### src/hdl/bleadp_pkg.sv
`timescale 1ns / 1ps

package bleadp_pkg;

   // depth of the queue between the byte classifier and the parser
   localparam int QueueDepth = 2;
   localparam int QueuePtrWidth = $clog2(QueueDepth);
   localparam int QueueCntWidth = $clog2(QueueDepth + 1);

   localparam int CsrIndexWidth = 2;
   localparam int CsrDataWidth = 64;

   // advertising data types
   localparam logic [7:0] AD_LIST16_PART = 8'h02;
   localparam logic [7:0] AD_LIST16_FULL = 8'h03;
   localparam logic [7:0] AD_LIST32_PART = 8'h04;
   localparam logic [7:0] AD_LIST32_FULL = 8'h05;
   localparam logic [7:0] AD_LIST128_PART = 8'h06;
   localparam logic [7:0] AD_LIST128_FULL = 8'h07;
   localparam logic [7:0] AD_NAME_SHORT = 8'h08;
   localparam logic [7:0] AD_NAME_FULL = 8'h09;
   localparam logic [7:0] AD_SDATA16 = 8'h16;
   localparam logic [7:0] AD_SDATA32 = 8'h20;
   localparam logic [7:0] AD_SDATA128 = 8'h21;
   localparam logic [7:0] AD_VENDOR = 8'hFF;

   // target uuid size codes
   localparam logic [1:0] UUID_NONE = 2'd0;
   localparam logic [1:0] UUID_16 = 2'd1;
   localparam logic [1:0] UUID_32 = 2'd2;
   localparam logic [1:0] UUID_128 = 2'd3;

   typedef enum logic [1:0] {
      CSR_UUID_MODE = 2'd0,
      CSR_UUID_LOW = 2'd1,
      CSR_UUID_HIGH = 2'd2,
      CSR_VENDOR = 2'd3
   } csr_index_type;

   typedef enum logic [1:0] {
      PH_LEN,
      PH_TYPE,
      PH_DATA
   } phase_type;

   typedef enum logic [3:0] {
      KIND_OTHER,
      KIND_NAME,
      KIND_LIST16,
      KIND_LIST32,
      KIND_LIST128,
      KIND_SDATA16,
      KIND_SDATA32,
      KIND_SDATA128,
      KIND_VENDOR
   } kind_type;

   typedef struct packed {
      logic [7:0] byte_value;
      logic       last_byte;
      logic       len_zero;
      kind_type   kind;
   } item_type;

   typedef struct packed {
      logic         valid;
      item_type     item;
   } queue_head_type;

   typedef struct packed {
      logic [1:0]   uuid_size_mode;
      logic [127:0] target_uuid;
      logic [15:0]  target_vendor;
   } cfg_type;

   function automatic kind_type classify(input logic [7:0] b);
      kind_type k;
      begin
         unique case (b)
            AD_LIST16_PART, AD_LIST16_FULL: k = KIND_LIST16;
            AD_LIST32_PART, AD_LIST32_FULL: k = KIND_LIST32;
            AD_LIST128_PART, AD_LIST128_FULL: k = KIND_LIST128;
            AD_NAME_SHORT, AD_NAME_FULL: k = KIND_NAME;
            AD_SDATA16: k = KIND_SDATA16;
            AD_SDATA32: k = KIND_SDATA32;
            AD_SDATA128: k = KIND_SDATA128;
            AD_VENDOR: k = KIND_VENDOR;
            default: k = KIND_OTHER;
         endcase
         return k;
      end
   endfunction

endpackage

### src/hdl/bleadp_if.sv
`timescale 1ns / 1ps

interface bleadp_req_if;
   logic       valid;
   logic       ready;
   logic [7:0] byte_value;
   logic       last_byte;

   modport source (output valid, output byte_value, output last_byte, input ready);
   modport sink (input valid, input byte_value, input last_byte, output ready);
endinterface

interface bleadp_rsp_if;
   logic       valid;
   logic       ready;
   logic       malformed;
   logic       service_listed;
   logic       service_data_found;
   logic       vendor_found;
   logic       name_present;
   logic [6:0] entry_count;

   modport source (output valid, output malformed, output service_listed,
                   output service_data_found, output vendor_found, output name_present,
                   output entry_count, input ready);
   modport sink (input valid, input malformed, input service_listed,
                 input service_data_found, input vendor_found, input name_present,
                 input entry_count, output ready);
endinterface

### src/hdl/ble_adv_data_parse_filter_top.sv
`timescale 1ns / 1ps

// BLE advertising data parser and filter. Payload bytes enter on req_chan one item per
// cycle while the queue has room; each byte is classified and queued in a two-entry
// queue, then a parser walks the length-type-value structures and matches the target
// UUID in service UUID lists and service data, the target vendor in vendor-specific
// data, and notes name structures. The byte marked last produces one verdict item on
// rsp_chan; all other bytes produce none. The parser takes one byte per cycle from the
// queue head while no verdict byte waits; the verdict is captured in the output register
// and offered on rsp_chan from there. A verdict byte waits in the queue only while the
// output register still holds a verdict not yet taken.
// Registers on the csr port: 0 uuid size mode, 1 uuid bytes 0..7, 2 uuid bytes 8..15,
// 3 vendor id; write them only between packets.

module ble_adv_data_parse_filter_top (
   input  logic                                  clock,
   input  logic                                  reset,
   bleadp_req_if.sink                            req_chan,
   bleadp_rsp_if.source                          rsp_chan,
   input  logic                                  csr_wr_en,
   input  logic [bleadp_pkg::CsrIndexWidth-1:0]  csr_index,
   input  logic [bleadp_pkg::CsrDataWidth-1:0]   csr_wdata
);
   import bleadp_pkg::*;

   logic [1:0]     mode_ff, mode_in;
   logic [63:0]    uuid_low_ff, uuid_low_in;
   logic [63:0]    uuid_high_ff, uuid_high_in;
   logic [15:0]    vendor_ff, vendor_in;
   cfg_type        cfg;
   queue_head_type head;
   logic           pop;

   always_comb begin
      mode_in = mode_ff;
      uuid_low_in = uuid_low_ff;
      uuid_high_in = uuid_high_ff;
      vendor_in = vendor_ff;
      if (csr_wr_en) begin
         unique case (csr_index_type'(csr_index))
            CSR_UUID_MODE: mode_in = csr_wdata[1:0];
            CSR_UUID_LOW: uuid_low_in = csr_wdata;
            CSR_UUID_HIGH: uuid_high_in = csr_wdata;
            CSR_VENDOR: vendor_in = csr_wdata[15:0];
            default: mode_in = mode_ff;
         endcase
      end
   end

   always_ff @(posedge clock) begin
      if (reset) begin
         mode_ff <= 2'd0;
         uuid_low_ff <= 64'd0;
         uuid_high_ff <= 64'd0;
         vendor_ff <= 16'd0;
      end else begin
         mode_ff <= mode_in;
         uuid_low_ff <= uuid_low_in;
         uuid_high_ff <= uuid_high_in;
         vendor_ff <= vendor_in;
      end
   end

   assign cfg.uuid_size_mode = mode_ff;
   assign cfg.target_uuid = {uuid_high_ff, uuid_low_ff};
   assign cfg.target_vendor = vendor_ff;

   bleadp_front u_front (
      .clock    (clock),
      .reset    (reset),
      .req_chan (req_chan),
      .head     (head),
      .pop      (pop)
   );

   bleadp_back u_back (
      .clock    (clock),
      .reset    (reset),
      .cfg      (cfg),
      .head     (head),
      .pop      (pop),
      .rsp_chan (rsp_chan)
   );

endmodule

### src/hdl/bleadp_front.sv
`timescale 1ns / 1ps

module bleadp_front (
   input  logic                       clock,
   input  logic                       reset,
   bleadp_req_if.sink                 req_chan,
   output bleadp_pkg::queue_head_type head,
   input  logic                       pop
);
   import bleadp_pkg::*;

   item_type                   queue_ff [QueueDepth];
   logic [QueuePtrWidth-1:0]   wr_ptr_ff, wr_ptr_in;
   logic [QueuePtrWidth-1:0]   rd_ptr_ff, rd_ptr_in;
   logic [QueueCntWidth-1:0]   count_ff, count_in;
   logic                       push;
   item_type                   new_item;

   assign req_chan.ready = (count_ff != QueueCntWidth'(QueueDepth));
   assign push = req_chan.valid && req_chan.ready;

   // classify the byte as a possible type byte while it enters
   always_comb begin
      new_item.byte_value = req_chan.byte_value;
      new_item.last_byte = req_chan.last_byte;
      new_item.len_zero = (req_chan.byte_value == 8'd0);
      new_item.kind = classify(req_chan.byte_value);
   end

   always_comb begin
      wr_ptr_in = wr_ptr_ff;
      rd_ptr_in = rd_ptr_ff;
      count_in = count_ff;
      if (push) begin
         wr_ptr_in = (wr_ptr_ff == QueuePtrWidth'(QueueDepth - 1)) ?
                     '0 : wr_ptr_ff + 1'b1;
      end
      if (pop) begin
         rd_ptr_in = (rd_ptr_ff == QueuePtrWidth'(QueueDepth - 1)) ?
                     '0 : rd_ptr_ff + 1'b1;
      end
      if (push && !pop) begin
         count_in = count_ff + 1'b1;
      end else if (pop && !push) begin
         count_in = count_ff - 1'b1;
      end
   end

   always_ff @(posedge clock) begin
      if (reset) begin
         wr_ptr_ff <= '0;
         rd_ptr_ff <= '0;
         count_ff <= '0;
      end else begin
         wr_ptr_ff <= wr_ptr_in;
         rd_ptr_ff <= rd_ptr_in;
         count_ff <= count_in;
      end
   end

   always_ff @(posedge clock) begin
      if (push) begin
         queue_ff[wr_ptr_ff] <= new_item;
      end
   end

   assign head.valid = (count_ff != '0);
   assign head.item = queue_ff[rd_ptr_ff];

endmodule

### src/hdl/bleadp_back.sv
`timescale 1ns / 1ps

module bleadp_back (
   input  logic                       clock,
   input  logic                       reset,
   input  bleadp_pkg::cfg_type        cfg,
   input  bleadp_pkg::queue_head_type head,
   output logic                       pop,
   bleadp_rsp_if.source               rsp_chan
);
   import bleadp_pkg::*;

   phase_type  phase_ff, phase_in, phase_step;
   logic [7:0] bytes_left_ff, bytes_left_in, bytes_left_step;
   kind_type   kind_ff, kind_in, kind_step;
   logic [7:0] pos_ff, pos_in, pos_step;
   logic       ceq_ff, ceq_in, ceq_step;
   logic [7:0] vlow_ff, vlow_in, vlow_step;
   logic [3:0] flags_ff, flags_in, flags_step;
   logic       bad_ff, bad_in, bad_step;
   logic [6:0] count_ff, count_in, count_step;

   logic       rsp_valid_ff, rsp_valid_in;
   logic       rsp_malformed_ff, rsp_malformed_in;
   logic [3:0] rsp_flags_ff, rsp_flags_in;
   logic [6:0] rsp_count_ff, rsp_count_in;

   logic       rsp_free;
   logic       work;
   logic       verdict;
   logic       len_bad;
   logic [7:0] left_dec;
   logic [3:0] mask;
   logic [3:0] off;
   logic       list_on;
   logic       sdata_on;
   logic [7:0] tgt_list;
   logic [7:0] tgt_sdata;
   logic       eq_list;
   logic       eq_sdata;
   logic [7:0] b;

   assign b = head.item.byte_value;
   assign rsp_free = !rsp_valid_ff || rsp_chan.ready;
   // only the verdict byte waits on the output register
   assign pop = head.valid && (!head.item.last_byte || rsp_free);
   assign work = pop && !bad_ff;
   assign verdict = pop && head.item.last_byte;
   assign len_bad = head.item.len_zero || head.item.last_byte;
   assign left_dec = bytes_left_ff - 8'd1;

   always_comb begin
      unique case (cfg.uuid_size_mode)
         UUID_16: mask = 4'd1;
         UUID_32: mask = 4'd3;
         default: mask = 4'd15;
      endcase
   end

   assign list_on = (cfg.uuid_size_mode == UUID_16 && kind_ff == KIND_LIST16) ||
                    (cfg.uuid_size_mode == UUID_32 && kind_ff == KIND_LIST32) ||
                    (cfg.uuid_size_mode == UUID_128 && kind_ff == KIND_LIST128);
   assign sdata_on = (cfg.uuid_size_mode == UUID_16 && kind_ff == KIND_SDATA16) ||
                     (cfg.uuid_size_mode == UUID_32 && kind_ff == KIND_SDATA32) ||
                     (cfg.uuid_size_mode == UUID_128 && kind_ff == KIND_SDATA128);

   assign off = pos_ff[3:0] & mask;
   assign tgt_list = cfg.target_uuid[{off, 3'b000} +: 8];
   assign tgt_sdata = cfg.target_uuid[{pos_ff[3:0], 3'b000} +: 8];
   assign eq_list = (off == 4'd0 || ceq_ff) && (b == tgt_list);
   assign eq_sdata = (pos_ff == 8'd0 || ceq_ff) && (b == tgt_sdata);

   // next parse phase
   always_comb begin
      phase_step = phase_ff;
      if (work) begin
         unique case (phase_ff)
            PH_LEN: begin
               if (!len_bad) begin
                  phase_step = PH_TYPE;
               end
            end
            PH_TYPE, PH_DATA: begin
               phase_step = (left_dec == 8'd0) ? PH_LEN : PH_DATA;
            end
            default: phase_step = PH_LEN;
         endcase
      end
      phase_in = verdict ? PH_LEN : phase_step;
   end

   // per-byte datapath
   always_comb begin
      bytes_left_step = bytes_left_ff;
      kind_step = kind_ff;
      pos_step = pos_ff;
      ceq_step = ceq_ff;
      vlow_step = vlow_ff;
      flags_step = flags_ff;
      bad_step = bad_ff;
      count_step = count_ff;
      if (work) begin
         unique case (phase_ff)
            PH_LEN: begin
               if (len_bad) begin
                  bad_step = 1'b1;
               end else begin
                  bytes_left_step = b;
               end
            end
            PH_TYPE: begin
               kind_step = head.item.kind;
               pos_step = 8'd0;
               ceq_step = 1'b1;
               if (head.item.kind == KIND_NAME) begin
                  flags_step[3] = 1'b1;
               end
               bytes_left_step = left_dec;
            end
            PH_DATA: begin
               if (list_on) begin
                  ceq_step = eq_list;
                  if (off == mask && eq_list) begin
                     flags_step[0] = 1'b1;
                  end
               end
               if (sdata_on && pos_ff <= {4'd0, mask}) begin
                  ceq_step = eq_sdata;
                  if (pos_ff[3:0] == mask && eq_sdata) begin
                     flags_step[1] = 1'b1;
                  end
               end
               if (kind_ff == KIND_VENDOR) begin
                  if (pos_ff == 8'd0) begin
                     vlow_step = b;
                  end else if (pos_ff == 8'd1 && {b, vlow_ff} == cfg.target_vendor) begin
                     flags_step[2] = 1'b1;
                  end
               end
               if (pos_ff != 8'hFF) begin
                  pos_step = pos_ff + 8'd1;
               end
               bytes_left_step = left_dec;
            end
            default: bad_step = 1'b1;
         endcase
         if (phase_ff != PH_LEN && left_dec == 8'd0 && count_ff != 7'h7F) begin
            count_step = count_ff + 7'd1;
         end
         // structure still open on the final byte
         if (head.item.last_byte && phase_step != PH_LEN) begin
            bad_step = 1'b1;
         end
      end
   end

   // verdict capture and per-packet clear
   always_comb begin
      rsp_valid_in = rsp_valid_ff;
      rsp_malformed_in = rsp_malformed_ff;
      rsp_flags_in = rsp_flags_ff;
      rsp_count_in = rsp_count_ff;
      if (rsp_chan.ready) begin
         rsp_valid_in = 1'b0;
      end
      if (verdict) begin
         rsp_valid_in = 1'b1;
         rsp_malformed_in = bad_step;
         rsp_flags_in = bad_step ? 4'd0 : flags_step;
         rsp_count_in = count_step;
      end
      bytes_left_in = verdict ? 8'd0 : bytes_left_step;
      kind_in = verdict ? KIND_OTHER : kind_step;
      pos_in = verdict ? 8'd0 : pos_step;
      ceq_in = verdict ? 1'b1 : ceq_step;
      vlow_in = verdict ? 8'd0 : vlow_step;
      flags_in = verdict ? 4'd0 : flags_step;
      bad_in = verdict ? 1'b0 : bad_step;
      count_in = verdict ? 7'd0 : count_step;
   end

   always_ff @(posedge clock) begin
      if (reset) begin
         phase_ff <= PH_LEN;
         bytes_left_ff <= 8'd0;
         kind_ff <= KIND_OTHER;
         pos_ff <= 8'd0;
         ceq_ff <= 1'b1;
         vlow_ff <= 8'd0;
         flags_ff <= 4'd0;
         bad_ff <= 1'b0;
         count_ff <= 7'd0;
         rsp_valid_ff <= 1'b0;
      end else begin
         phase_ff <= phase_in;
         bytes_left_ff <= bytes_left_in;
         kind_ff <= kind_in;
         pos_ff <= pos_in;
         ceq_ff <= ceq_in;
         vlow_ff <= vlow_in;
         flags_ff <= flags_in;
         bad_ff <= bad_in;
         count_ff <= count_in;
         rsp_valid_ff <= rsp_valid_in;
      end
   end

   always_ff @(posedge clock) begin
      rsp_malformed_ff <= rsp_malformed_in;
      rsp_flags_ff <= rsp_flags_in;
      rsp_count_ff <= rsp_count_in;
   end

   assign rsp_chan.valid = rsp_valid_ff;
   assign rsp_chan.malformed = rsp_malformed_ff;
   assign rsp_chan.service_listed = rsp_flags_ff[0];
   assign rsp_chan.service_data_found = rsp_flags_ff[1];
   assign rsp_chan.vendor_found = rsp_flags_ff[2];
   assign rsp_chan.name_present = rsp_flags_ff[3];
   assign rsp_chan.entry_count = rsp_count_ff;

endmodule

### src/flat_wrapper.sv
// flat-port wrapper written by rule: the top's interface ports become plain ports
module ble_adv_data_parse_filter_top_flat import bleadp_pkg::*;
  (clock, reset, csr_wr_en, csr_index, csr_wdata, req_chan_valid, req_chan_byte_value, req_chan_last_byte, req_chan_ready, rsp_chan_valid, rsp_chan_malformed, rsp_chan_service_listed, rsp_chan_service_data_found, rsp_chan_vendor_found, rsp_chan_name_present, rsp_chan_entry_count, rsp_chan_ready);
  bleadp_req_if req_chan_i ();
  bleadp_rsp_if rsp_chan_i ();
  input  logic clock;
  input  logic reset;
  input  logic csr_wr_en;
  input  logic [bleadp_pkg::CsrIndexWidth-1:0] csr_index;
  input  logic [bleadp_pkg::CsrDataWidth-1:0] csr_wdata;
  input wire logic [$bits(req_chan_i.valid)-1:0] req_chan_valid;
  input wire logic [$bits(req_chan_i.byte_value)-1:0] req_chan_byte_value;
  input wire logic [$bits(req_chan_i.last_byte)-1:0] req_chan_last_byte;
  output wire logic [$bits(req_chan_i.ready)-1:0] req_chan_ready;
  output wire logic [$bits(rsp_chan_i.valid)-1:0] rsp_chan_valid;
  output wire logic [$bits(rsp_chan_i.malformed)-1:0] rsp_chan_malformed;
  output wire logic [$bits(rsp_chan_i.service_listed)-1:0] rsp_chan_service_listed;
  output wire logic [$bits(rsp_chan_i.service_data_found)-1:0] rsp_chan_service_data_found;
  output wire logic [$bits(rsp_chan_i.vendor_found)-1:0] rsp_chan_vendor_found;
  output wire logic [$bits(rsp_chan_i.name_present)-1:0] rsp_chan_name_present;
  output wire logic [$bits(rsp_chan_i.entry_count)-1:0] rsp_chan_entry_count;
  input wire logic [$bits(rsp_chan_i.ready)-1:0] rsp_chan_ready;
  assign req_chan_i.valid = req_chan_valid;
  assign req_chan_i.byte_value = req_chan_byte_value;
  assign req_chan_i.last_byte = req_chan_last_byte;
  assign req_chan_ready = req_chan_i.ready;
  assign rsp_chan_valid = rsp_chan_i.valid;
  assign rsp_chan_malformed = rsp_chan_i.malformed;
  assign rsp_chan_service_listed = rsp_chan_i.service_listed;
  assign rsp_chan_service_data_found = rsp_chan_i.service_data_found;
  assign rsp_chan_vendor_found = rsp_chan_i.vendor_found;
  assign rsp_chan_name_present = rsp_chan_i.name_present;
  assign rsp_chan_entry_count = rsp_chan_i.entry_count;
  assign rsp_chan_i.ready = rsp_chan_ready;
  ble_adv_data_parse_filter_top u_core (.clock(clock), .reset(reset), .req_chan(req_chan_i), .rsp_chan(rsp_chan_i), .csr_wr_en(csr_wr_en), .csr_index(csr_index), .csr_wdata(csr_wdata));
endmodule
### config.mk
export PLATFORM = sky130hd
export DESIGN_NAME = ble_adv_data_parse_filter_top_flat
export DESIGN_NICKNAME = d
export VERILOG_FILES = /design/src/hdl/bleadp_pkg.sv /design/src/hdl/bleadp_if.sv /design/src/hdl/ble_adv_data_parse_filter_top.sv /design/src/hdl/bleadp_front.sv /design/src/hdl/bleadp_back.sv /design/src/flat_wrapper.sv
export SDC_FILE = /design/constraint.sdc
export NUM_CORES = 1
export LEC_CHECK = 0
export BUFFER_PORTS_ARGS = -buffer_cell sky130_fd_sc_hd__buf_4
export CORE_MARGIN = 1
export CORE_UTILIZATION = 54
export DETAILED_ROUTE_END_ITERATION = 8
export GPL_ROUTABILITY_DRIVEN = 0
export PLACE_DENSITY = 0.72
export SLEW_MARGIN = 20
export SYNTH_ARGS = -nofsm -noshare
export SYNTH_HDL_FRONTEND = slang
export SYNTH_SLANG_ARGS = --single-unit
### constraint.sdc
create_clock -name clock -period 4.15 [get_ports clock]
set_input_delay 0.2075 -clock clock [delete_from_list [all_inputs] [get_ports clock]]
set_output_delay 0.2075 -clock clock [all_outputs]
set_load 0.005 [all_outputs]
==> run_results.csv, run 1 <==
group,metric,value,unit
synth,synthSimpleGateAreaFrac,0.188,
worst_setup_path,path_buf_inv,2,
drt,firstDrtPassIters,5,
floorplan,die_width,150,um
synth,synth-xor-area-share,0.0415,
pwr,peakVddDrop,294,uV
synth,yosysUniqueCellTypes,62,
worst_setup_path,slowest_stage,"a2111oi_0",
floorplan,dieArea,22500,sq um
hold_path,whs_path_depth,4,
sta,setup_ws,0.627,ns
worst_setup_path,cp_max_fo,18,
sta,clock_skew,0.0131,ns
synth,ys_ff_latch,235,
synth,syn_area,11800,sq um
clocking,clk_latency,0.53,ns
clocking,cts.reportedPaths.clkPinSlew,0.06,ns
synth,synth_compound_area_frac,0.118,
sta,maxSlewViolCount,0,
drt,drt_iter0_drc,685,
grt,antenna_found_initial,0,
grt,grt_overflow,0,
cells_and_area,fin_nets,1532,
worst_setup_path,cp_top_family,"simple AND/OR/NAND/NOR gates",
floorplan,ios,94,
synth,synth-edff-count,40,
clocking,cts_resized,0,
floorplan,start_util,0.557,
synth,synth_top_family_by_area,"simple AND/OR/NAND/NOR gates",
sta,slew_headroom,0.340,
cells_and_area,utilization,0.670,
floorplan,die_h,150,um
job,drv_cap,0,
synth,yosysWarnings,0,
synth,synth.net_count,1399,
sta,finalSetupViolCount,0,
sta,grt_setup_unrepaired,"false",
drt,viasPerCell,5.83,
place,port_buffers,93,
synth,ys_async_sr_fraction,0,
worst_setup_path,reg2reg_from,"u_core.mode_ff[0]",
drt,wirelength,32600,um
sta,layout_min_cycle_time,3.52,ns
worst_setup_path,crit_arrival,3.91,ns
clocking,clockBufferDepth,3,
cells_and_area,diodes,0,
place,preCtsSetupSlack,0.684,ns
cells_and_area,fillers,1674,
clocking,cts.hold.buffers_added,74,
synth,yosys-top-cells-count,"nand2_1, dfxtp_1, a21oi_1",
grt,grt_pass1_wl,51000,um
hold_path,holdPathEnd,"u_core.u_front.wr_ptr_ff",
synth,synth.top_cells.by_area,"dfxtp_1, nand2_1, edfxtp_1",
worst_setup_path,r2r-end,"u_core.u_back.rsp_flags_ff[0]",
worst_setup_path,reg2reg_depth,12,
hold_path,hp-start,"req_chan_valid",
floorplan,core-area,21200,sq um
worst_setup_path,max_stage_delay,0.56,ns
pwr,p_leak,5.18,nW
worst_setup_path,path_cells,"inv_1 > ha_1 > ha_2 > buf_4 > nor2b_1 > a2111oi_0 > o31ai_1 > nor3b_1 > nor4bb_1 > and4_1 > a31oi_1 > nor2b_1",
clocking,cts-htree-levels,1,
pwr,design_power_total,6.31,mW
clocking,cts_root_buf,"clkbuf_16",
worst_setup_path,r2r_slack,0.63,ns
cells_and_area,area_growth,20.2,%
drt,num_vias,10000,
synth,synthCells,1295,
pwr,cellPowerDensity,444,nW/um^2
run_status,outcome,"complete, no violations",
sta,hold_viol_final,0,
floorplan,fp-row-count,53,
sta,tightest_slew,0.989,ns
worst_setup_path,path_class,"flip-flop to flip-flop",
sta,min_period_over_period,0.849,
synth,synth_top_cell_by_area,"dfxtp_1",
worst_setup_path,path_common_cell,"nor2b_1",
worst_setup_path,start_kind,"flip-flop",
sta,fin_setup_tns,0,ns
sta,fmaxAchievable,0.284,GHz
synth,synth_ff_type,"dfxtp_1",
synth,yosys.cell_count.top_type,"nand2_1",
synth,synthAdderAreaFrac,0.0254,
drt,avgRoutedWirePerCell,19.0,um
drt,drc_errors,0,
clocking,cts_setup_buffers,0,
cells_and_area,drive_gt1_frac,0.157,
grt,grt_pass1_vias,9549,
synth,netlist.area_leader.share,0.330,
worst_setup_path,required,4.53,ns
synth,ys_seq_area_frac,0.432,
clocking,clock-sinks,235,
grt,grt_max_degree,88,
clocking,cts_buffers,24,
grt,grt_use_total,0.293,
drt,antenna_left,0,
worst_setup_path,critPathCaptureType,"flip-flop",
synth,synth.mux.area_fraction,0.157,
clocking,tritoncts,"built",
place,place_hpwl,21700,um
hold_path,holdCritPathClass,"input pin to flip-flop",
synth,syn-mean-instance-area,9.13,sq um
area by class of cell:
| cell class | instances | area [sq um] | share of cell area |
|---|---|---|---|
| Sequential cell | 235 | 5110 | 0.359 |
| Clock inverter | 3 | 65.1 | 0.00458 |
| Clock buffer | 36 | 731 | 0.0514 |
| Inverter | 19 | 71.3 | 0.00502 |
| Multi-Input combinational cell | 957 | 6280 | 0.442 |
| Tap cell | 275 | 344 | 0.0242 |
| Timing Repair Buffer | 191 | 1620 | 0.114 |
report_power, final:
| group | switching [mW] | internal [mW] |
|---|---|---|
| combinational | 0.821 | 0.627 |
| sequential | 0.149 | 2.51 |
| clock | 0.876 | 1.33 |
| total | 1.85 | 4.47 |
per-layer routing:
layer  wire (um)  vias to the layer above  GRT usage
met2       15700                      336      0.494
met5           0                        -          0
met1       13500                     4794      0.375
met3        1900                       83     0.0393
li1            -                     4795          -
met4        1500                        0      0.128
sequential cells by signal, summed over array words and instances, names as in the netlist, 2 cells and up, named ones only:
register / flops
u_core.uuid_high_ff: 64
u_core.uuid_low_ff: 64
u_core.u_front.queue_ff: 28
u_core.vendor_ff: 16
u_core.u_back.bytes_left_ff: 8
u_core.u_back.pos_ff: 8
u_core.u_back.vlow_ff: 8
u_core.u_back.count_ff: 7
u_core.u_back.rsp_chan.entry_count: 7
u_core.u_back.flags_ff: 4
u_core.u_back.kind_ff: 4
u_core.u_back.rsp_flags_ff: 4
u_core.mode_ff: 2
u_core.u_back.phase_ff: 2
u_core.u_front.count_ff: 2
metrics by stage:
stage          instance area [sq um]  std cells  hold WS, ns
3_5_place_dp                   12700       1603        0.407
4_1_cts                        14200       1716       0.0667
2_1_floorplan                  11800       1295        0.306
3_3_place_gp                   12700       1603        0.402
5_1_grt                        14200       1716       0.0960
6_report                       14200       1716       0.0878
how the worst max path moves through the flow:
stage | start | end | slack, ns | cells after the start
detailed placement | u_core.mode_ff[0] | u_core.u_back.rsp_flags_ff[0] | 0.68 | 12
floorplan | u_core.u_back.pos_ff[1] | u_core.u_back.rsp_flags_ff[1] | 1.13 | 12
global placement | u_core.mode_ff[0] | u_core.u_back.rsp_flags_ff[0] | 0.85 | 12
global route | u_core.mode_ff[0] | u_core.u_back.rsp_flags_ff[0] | 0.40 | 12
finish | u_core.mode_ff[0] | u_core.u_back.rsp_flags_ff[0] | 0.63 | 12
CTS | u_core.mode_ff[0] | u_core.u_back.rsp_flags_ff[0] | 0.67 | 12
worst register-to-register path, stage by stage, from the launching register on:
cell and delay, ns:
dfxtp_1 0.37, inv_1 0.07, ha_1 0.38, ha_2 0.40
buf_4 0.33, nor2b_1 0.09, a2111oi_0 0.56, o31ai_1 0.14
nor3b_1 0.17, nor4bb_1 0.33, and4_1 0.31, a31oi_1 0.12
nor2b_1 0.12
placed cells by master, fill, tap and decap left out, types with 13 or more instances in the layout:
cell / count
a21oi_1: 180
buf_4: 117
clkbuf_16: 25
dfxtp_1: 194
dlygate4sd3_1: 74
edfxtp_1: 40
ha_1: 23
inv_1: 15
mux2i_1: 48
mux4_2: 48
nand2_1: 331
nand3_1: 13
nor2_1: 65
nor2b_1: 14
nor3_1: 15
o21ai_0: 23
xnor2_1: 32
xor2_1: 24
logic make-up after synthesis:
family	after synthesis
muxes	113
AOI/OAI and AO/OA	250
xor gates and xnor gates	56
buffers and inverters	103
adders and majority gates	24
and+or+nand+nor	514
DFF	235
No activity file was read; power rests on OpenSTA's default activity.
==> run 2: changes to the inputs <==
Settings changed: PLACE_DENSITY 0.72 to 0.75.
Clock period 4.15 ns to 3.1 ns, I/O delays scaled along.
==> run 2 against run 1 <==
Setup slack lost 0.53 ns. Non-clock buffer count grew 26. Largest cell class unchanged. Sequential power grew 33%. Clock-buffer cell count grew 4. Global-route usage grew 0.41 points. Final cell count grew 1.9%. Register-to-register slack lost 0.53 ns. Hold slack lost 0.073 ns.
==> run_results.csv, run 2 (synthesis gave the netlist of run 1 again) <==
group,metric,value,unit
drt,firstDrtPassIters,5,
cells_and_area,layout_commonest_cell,"nand2_1",
floorplan,core-area,21200,sq um
sta,hold_viol_final,0,
worst_setup_path,cp_max_fo,7,
floorplan,start_util,0.557,
job,drv_cap,0,
hold_path,hp-start,"reset",
clocking,clockBufferDepth,3,
drt,avgRoutedWirePerCell,19.2,um
floorplan,fp-row-count,53,
drt,num_vias,10300,
place,placed_cell_area,12900,sq um
sta,maxSlewViolCount,0,
drt,viasPerCell,5.90,
clocking,cts_buffers,25,
clocking,tritoncts,"built",
cells_and_area,top_regs,"u_core.uuid_high_ff: 64 flops, u_core.uuid_low_ff: 64 flops, u_core.u_front.queue_ff: 28 flops",
floorplan,die_width,150,um
worst_setup_path,path_class,"flip-flop to flip-flop",
grt,grt_use_total,0.297,
grt,grt_pass1_wl,51600,um
pwr,cellPowerDensity,572,nW/um^2
sta,min_period_over_period,0.969,
clocking,clk_latency,0.53,ns
worst_setup_path,crit_arrival,3.28,ns
place,port_buffers,93,
cells_and_area,area_growth,23.7,%
clocking,clock-sinks,235,
sta,clock_skew,0.0110,ns
sta,fmaxAchievable,0.333,GHz
place,place_hpwl,22800,um
cells_and_area,diodes,0,
cells_and_area,layout_common_cells,"nand2_1, dfxtp_1, a21oi_1",
drt,drc_errors,0,
sta,slew_headroom,0.497,
cells_and_area,fin_nets,1559,
worst_setup_path,reg2reg_from,"u_core.mode_ff[1]",
clocking,cts_root_buf,"clkbuf_16",
sta,tightest_slew,0.751,ns
sta,setup_ws,0.0968,ns
drt,wirelength,33600,um
worst_setup_path,start_kind,"flip-flop",
sta,layout_min_cycle_time,3.00,ns
sta,grt_setup_unrepaired,"false",
cells_and_area,drive_gt1_frac,0.179,
grt,grt_max_degree,134,
floorplan,die_h,150,um
drt,drt_iter0_drc,986,
worst_setup_path,crit_start,"u_core.mode_ff[1]",
grt,grt_overflow,0,
worst_setup_path,critPathCaptureType,"flip-flop",
pwr,peakVddDrop,472,uV
grt,grt_pass1_vias,9758,
clocking,cts.reportedPaths.clkPinSlew,0.06,ns
cells_and_area,utilization,0.689,
cells_and_area,final_area,14600,sq um
worst_setup_path,required,3.38,ns
drt,antenna_left,0,
floorplan,dieArea,22500,sq um
pwr,p_leak,5.34,nW
sta,finalSetupViolCount,0,
floorplan,ios,94,
hold_path,holdCritPathClass,"input pin to flip-flop",
run_status,outcome,"complete, no violations",
clocking,cts-htree-levels,1,
grt,antenna_found_initial,0,
place,preCtsSetupSlack,-0.0633,ns
## run 2: changes by cell type in the layout (fill, tap and decap cells not counted), moves of 3 or more
cell / previous run / this run
clkbuf_16: 25 / 28
ha_4: 0 / 4
ha_1: 23 / 20
buf_12: 0 / 8
buf_4: 117 / 132
clkbuf_1: 4 / 11
## run 2: path summary, 6_finish.rpt
kind / slack (ns) / cells after the start / end
min reg2reg: 0.47 / 2 / u_core.uuid_low_ff[62]
min: 0.01 / 2 / u_core.uuid_low_ff[14]
max: 0.1 / 13 / u_core.u_back.rsp_flags_ff[0]
max reg2reg: 0.1 / 13 / u_core.u_back.rsp_flags_ff[0]
## run 2: final cells by class
cell class / count / area, sq um
well taps: 275 / 344
multi-input cells: 957 / 6380
clock inverters: 5 / 33.8
inverters: 19 / 71.3
fillers: 1608 / 6600
flip-flops and latches: 235 / 5110
repair buffers: 217 / 1970
clock buffers: 40 / 722
## run 2: power breakdown
group	total [mW]	leakage (nW)	internal [mW]	switching [mW]
Sequential	3.55	1.96	3.36	0.181
Clock	2.78	0.362	1.59	1.19
Combinational	2.04	3.01	0.899	1.15
Total	8.37	5.34	5.86	2.51
## run 2: worst max-delay path, cell delays in order (launching register included)
cell	delay [ns]
dfxtp_2	0.36
inv_1	0.07
ha_1	0.21
inv_2	0.09
ha_4	0.20
buf_12	0.15
mux4_2	0.50
mux2i_1	0.16
nand2_1	0.08
and3_1	0.18
o211a_1	0.22
and4_2	0.27
a31oi_4	0.19
nor2b_1	0.06
## run 2: metal layers
metal  track usage  share of wire  vias up
li1              -              -     4852
met1         0.379           0.40     4917
met2         0.484           0.47      436
met3        0.0479          0.069      114
met4         0.158          0.057        0
met5             0              0        -
## run 2: timing repair
action	CTS	global route
resized for setup	3	15
cloned	0	3
buffers inserted	0	3
hold endpoints to repair	169	0
hold buffers	74	0
endpoints found under the setup margin	3	5
pin swaps	1	3
## run 2: per-stage QoR
stage               power, mW  hold slack [ns]  setup TNS [ns]  std cells
global route             8.74          0.00841               0       1748
global placement         5.48            0.343               0       1623
finish                   8.37           0.0145               0       1748
floorplan                4.83            0.254               0       1295
detailed placement       5.53            0.355          -0.116       1623
CTS                      8.37          0.00295               0       1742
